<file path="src/design/sts_pkg.sv">
// Shared types and constants for the sorted-table binary search block.
package sts_pkg;

  localparam int unsigned VAL_W  = 32;
  localparam int unsigned SLOT_W = 8;
  localparam int unsigned CNT_W  = 9;

  localparam logic KIND_WRITE  = 1'b0;
  localparam logic KIND_SEARCH = 1'b1;

  typedef enum logic [1:0] {
    ST_IDLE,
    ST_PROBE,
    ST_CMP,
    ST_RESULT
  } st_state_t;

  typedef struct packed {
    logic write_entry;
    logic load_search;
    logic issue_probe;
    logic take_probe;
    logic set_miss;
    logic load_out;
  } sts_cmd_t;

  typedef struct packed {
    logic bounds_empty;
    logic probe_hit;
  } sts_status_t;

endpackage

</file>
<file path="src/design/sts_ctrl.sv">
// Controller: sequences item intake, probe read/compare steps and result hand-off.
module sts_ctrl (
  input  logic                 clk,
  input  logic                 rst_n,
  input  logic                 in_valid,
  input  logic                 in_kind,
  output logic                 in_ready,
  output logic                 out_valid,
  input  logic                 out_ready,
  input  sts_pkg::sts_status_t status,
  output sts_pkg::sts_cmd_t    cmd
);

  sts_pkg::st_state_t state_r, state_nxt;
  logic               out_valid_r, out_valid_nxt;
  logic               out_free;

  assign out_free = !out_valid_r || out_ready;

  always_comb begin
    state_nxt = state_r;
    unique case (state_r)
      sts_pkg::ST_IDLE: begin
        if (in_valid && in_kind == sts_pkg::KIND_SEARCH) begin
          state_nxt = sts_pkg::ST_PROBE;
        end
      end
      sts_pkg::ST_PROBE: begin
        state_nxt = status.bounds_empty ? sts_pkg::ST_RESULT : sts_pkg::ST_CMP;
      end
      sts_pkg::ST_CMP: begin
        state_nxt = status.probe_hit ? sts_pkg::ST_RESULT : sts_pkg::ST_PROBE;
      end
      sts_pkg::ST_RESULT: begin
        if (out_free) begin
          state_nxt = sts_pkg::ST_IDLE;
        end
      end
      default: state_nxt = sts_pkg::ST_IDLE;
    endcase
  end

  always_comb begin
    cmd      = '0;
    in_ready = 1'b0;
    unique case (state_r)
      sts_pkg::ST_IDLE: begin
        in_ready        = 1'b1;
        cmd.write_entry = in_valid && in_kind == sts_pkg::KIND_WRITE;
        cmd.load_search = in_valid && in_kind == sts_pkg::KIND_SEARCH;
      end
      sts_pkg::ST_PROBE: begin
        cmd.issue_probe = !status.bounds_empty;
        cmd.set_miss    = status.bounds_empty;
      end
      sts_pkg::ST_CMP: begin
        cmd.take_probe = 1'b1;
      end
      sts_pkg::ST_RESULT: begin
        cmd.load_out = out_free;
      end
      default: cmd = '0;
    endcase
  end

  // Hold the result until taken; a fresh load wins over a take.
  assign out_valid_nxt = cmd.load_out ? 1'b1 : (out_ready ? 1'b0 : out_valid_r);

  always_ff @(posedge clk) begin
    if (!rst_n) begin
      state_r     <= sts_pkg::ST_IDLE;
      out_valid_r <= 1'b0;
    end else begin
      state_r     <= state_nxt;
      out_valid_r <= out_valid_nxt;
    end
  end

  assign out_valid = out_valid_r;

`ifndef SYNTHESIS
  a_cmp_after_probe: assert property (@(posedge clk) disable iff (!rst_n)
    state_r == sts_pkg::ST_CMP |-> $past(state_r) == sts_pkg::ST_PROBE)
    else $error("compare step without a preceding probe read");

  a_search_starts: assert property (@(posedge clk) disable iff (!rst_n)
    (in_valid && in_ready && in_kind == sts_pkg::KIND_SEARCH) |=> state_r == sts_pkg::ST_PROBE)
    else $error("accepted search item did not start probing");

  a_empty_ends: assert property (@(posedge clk) disable iff (!rst_n)
    (state_r == sts_pkg::ST_PROBE && status.bounds_empty) |=> state_r == sts_pkg::ST_RESULT)
    else $error("empty bounds did not end the search");

  a_result_shown: assert property (@(posedge clk) disable iff (!rst_n)
    (state_r == sts_pkg::ST_RESULT && out_free) |=> (out_valid_r && state_r == sts_pkg::ST_IDLE))
    else $error("finished search did not present its result");
`endif

endmodule

</file>
<file path="config.mk">
export PLATFORM = sky130hd
export DESIGN_NAME = sts_ctrl
export DESIGN_NICKNAME = d
export VERILOG_FILES = /design/src/design/sts_pkg.sv /design/src/design/sts_ctrl.sv
export SDC_FILE = /design/constraint.sdc
export NUM_CORES = 1
export LEC_CHECK = 0
export BUFFER_PORTS_ARGS = -buffer_cell sky130_fd_sc_hd__buf_2
export CAP_MARGIN = 30
export CORE_AREA = 2 2 39 41
export DETAILED_ROUTE_END_ITERATION = 10
export DIE_AREA = 0 0 41 43
export PLACE_DENSITY = 0.36
export SETUP_SLACK_MARGIN = 0.15
export SLEW_MARGIN = 20
export SYNTH_ARGS = -nofsm -noshare
export SYNTH_HDL_FRONTEND = slang
export SYNTH_SLANG_ARGS = --single-unit
</file>
<file path="constraint.sdc">
create_clock -name clk -period 1 [get_ports clk]
set_clock_uncertainty 0.2 [all_clocks]
set_input_delay 0.15 -clock clk [delete_from_list [all_inputs] [get_ports clk]]
set_output_delay 0.15 -clock clk [all_outputs]
set_load 0.02 [all_outputs]
</file>
== Word level (Yosys, flattened, before mapping) ==
Index checks and enable logic that the tools add are counted.
Word-level totals
  register bits: 3
  output and inout port bits: 8
  input port bits: 7
Cells by class
  bitwise logic cells: 1
  reductions and logical operators: 8
  muxes and demuxes: 13
  eq/ne operators: 5
Operators by type and width (number)
  1-bit two-way mux: 8
  2-bit two-way mux: 4
  2-bit case mux with 4 select lines: 1
  2-bit == test, second input constant: 2
  2-bit != test, second input constant: 2
  2-bit by 1-bit == test with 1-bit output, second input constant: 1
  1-bit logical AND: 2
  1-bit zero test: 2
  2-bit zero test: 1
  2-bit AND reduction: 1
  2-bit nonzero test: 1
  1-bit logical OR: 1
  1-bit NOT: 1

== Depth between registers and ports, before layout ==
  depth after elaboration: 4
  gate-level depth with buffers: 3
  depth with buffers taken out: 3

== Worst setup path before layout ==
OpenSTA, ideal clock, no wires.
  path type: register to output
  start point: reg state_r[1]
  end point: out cmd[5] in the netlist's numbering
  buffers on the path: 0
  slack: -0.431 ns
  stages on the path, launching flop included: 4
  arrival: 1.081 ns
  path through: dfxtp_1 nor2_1 nand2_1 nor2_1
RTL lines
  start: declaration: line sts_ctrl.sv:14  | sts_pkg::st_state_t state_r, state_nxt;
  start signal: assignment: line sts_ctrl.sv:71  | state_r <= sts_pkg::ST_IDLE;
  start signal: assignment: line sts_ctrl.sv:74  | state_r <= state_nxt;
  end: declaration: line sts_ctrl.sv:11  | output sts_pkg::sts_cmd_t cmd

==> run summary <==
Initial antenna violation count: 0
Max-capacitance violation count: 0
GP Congestion: 0.656
Die width: 41 um
Vias/cell: 3.91
Cell variety after synth: 14
PnR worst setup slack: -0.373 ns
Die area: 1760 um2
Post-Layout Inst Area: 390 um2
Starting Density: 12.6%
Largest net degree at the start of global routing: 8
VDD IR max: 0.618 mV
Fraction of layout cells with a size suffix above 1: 77.5%
CTS Buf Count: 3
Core area: 1380 um2
Worst path required time: 0.65 ns
DP Cell Count: 52
Most area-consuming cells after synthesis: dfxtp_1 35%, and3b_1 10%, nand2_1 8.6%
Final worst-path cycle share: 137%
Antenna-violating nets left: 0
CTS sink cnt: 3
Clock buffer depth: 2
Post-synthesis sequential area ratio: 34.5%
Vias in the first global route: 210
Power per Cell Area: 1310 nW/um2
CP Class: flip-flop to output pin
First-pass GRT wire length: 793 um
Clk_lat worst skew: 0.24 ns
Finished Core Util: 28.2%
Mapped cell area: 174 um2
Worst flop-to-flop path startpoint: state_r[1]
I/O pins: 15
Synth top area share: 34.5%
Hold WS: -0.0300 ns
Remaining global-route overflow: 0
Final Max Tran Viols: 0
Leak: 0.171 nW
I/O Buffers: 14
Crit path from: state_r[1]
Setup WS pre-CTS: -0.136 ns
CTS HTree Levels: 1
Total setup buffers inserted after CTS: 0
Die H: 43 um
Worst slew margin: 90.0%
CTS clk-pin slew, worst paths: 0.03 ns
Worst-Margin Slew: 0.149 ns
Cells after synthesis: 22
Unrepaired setup endpoints after global routing: true
Post-DP Area: 313 um2
DR DRC count: 0
Crit-path max FO: 7
Gr usage total: 7.41%
Avg Inst Size Synth: 7.91 um2
Drt total wl: 516 um
Total power: 0.510 mW
Synth area leader: dfxtp_1
Failing checks: hold timing, setup timing
Minimum clock period: 1.37 ns
Final Setup Violations: 10
Outcome: finished with violations
Fin cells: 56
Cell row count: 14
Hold Startpoint: status[0]
WL/cell: 9.21 um
Startpoint Class: flip-flop
Antenna cells: 0
Final #Nets: 48
Synth-to-layout area growth: 124%
Max Clk Rate: 0.728 GHz
YS warnings: 0
Data arrival, critical path: 1.02 ns
Fin. Hold Viols: 2
Post-Syn Nets: 29
TritonCTS clock tree: built
Initial DRC count: 1
Synth Register Bits: 3
Clk Tree Root Cell: clkbuf_4
Vias: 219
Detailed-placement wirelength estimate: 392 um
HP Class: primary input to flip-flop
Critical Path End Type: output pin
Setup slack, reg-to-reg: -0.10 ns
DRT Pass-1 Iters: 2
-- cells by family after synthesis --
kind of cell	Yosys count	synth area share [%]
compound gates	5	18.0
flops	3	34.5
simple gates	13	43.2
buf+inv	1	4.32
-- power breakdown --
part           internal (mW)  switching (mW)  leakage (nW)
Combinational         0.0811          0.0710         0.129
Sequential             0.126          0.0174        0.0267
Clock                  0.150          0.0648        0.0150
-- placed cells by master (no fill, tap or decap), types with 2 or more instances in the layout --
cell type,instances
a21oi_1,2
buf_2,7
buf_6,7
clkbuf_4,3
dfxtp_4,3
nand2_1,2
nand2_2,2
nor2_4,2
-- final timing paths --
path / depth (start not counted) / end
max: 3 / cmd[4]
min: 2 / state_r[1]
max reg2reg: 3 / state_r[0]
min reg2reg: 2 / out_valid
-- layer usage --
metal  GRT usage [%]  wire [um]  part of all wire, %  vias to the layer above
li1                -          -                    -                      112
met1            7.03        200                   39                       96
met2            9.69        272                   53                       11
met3            6.28         43                  8.3                        0
met4            6.00          0                    0                        0
met5               0          0                    0                        -
-- Yosys cell counts --
| cell | instances |
|---|---|
| a21oi_1 | 2 |
| nor2b_1 | 1 |
| a31o_2 | 1 |
| a21boi_0 | 1 |
| dfxtp_1 | 3 |
| nand2b_1 | 1 |
| and3b_1 | 2 |
| nand2_1 | 4 |
| nor2_1 | 2 |
| o21ai_0 | 1 |
| buf_4 | 1 |
| nor2b_2 | 1 |
| and3_1 | 1 |
| nor3b_1 | 1 |
-- sequential cells by signal (all words and copies together), names as in the netlist --
name	cells
state_r	2
out_valid	1
-- layout make-up --
type	count	area [um2]
clock buffers	4	26.3
well taps	16	20.0
repair buffers	15	121
multi-input cells	18	151
fillers	155	993
flip-flops and latches	3	71.3
-- per-stage QoR --
step	hold WS, ns	setup TNS [ns]
detailed placement	0.198	-0.870
finish	-0.0300	-2.46
global placement	0.192	-0.803
floorplan	0.0931	-0.531
CTS	-0.0410	-2.65
global route	-0.0266	-2.87
-- repair_timing --
item / 4_1_cts / 5_1_grt
hold endpoints to repair: 3 / 1
resized for setup: 9 / 8
pin swaps: 0 / 2
endpoints found under the setup margin: 11 / 11
-- critical path, cell delays in order (launching register included) --
cell and delay, ns:
dfxtp_4 0.37, nor2_4 0.13, and3_4 0.19, buf_6 0.11
Note: power is estimated with default switching activity, not from simulation.
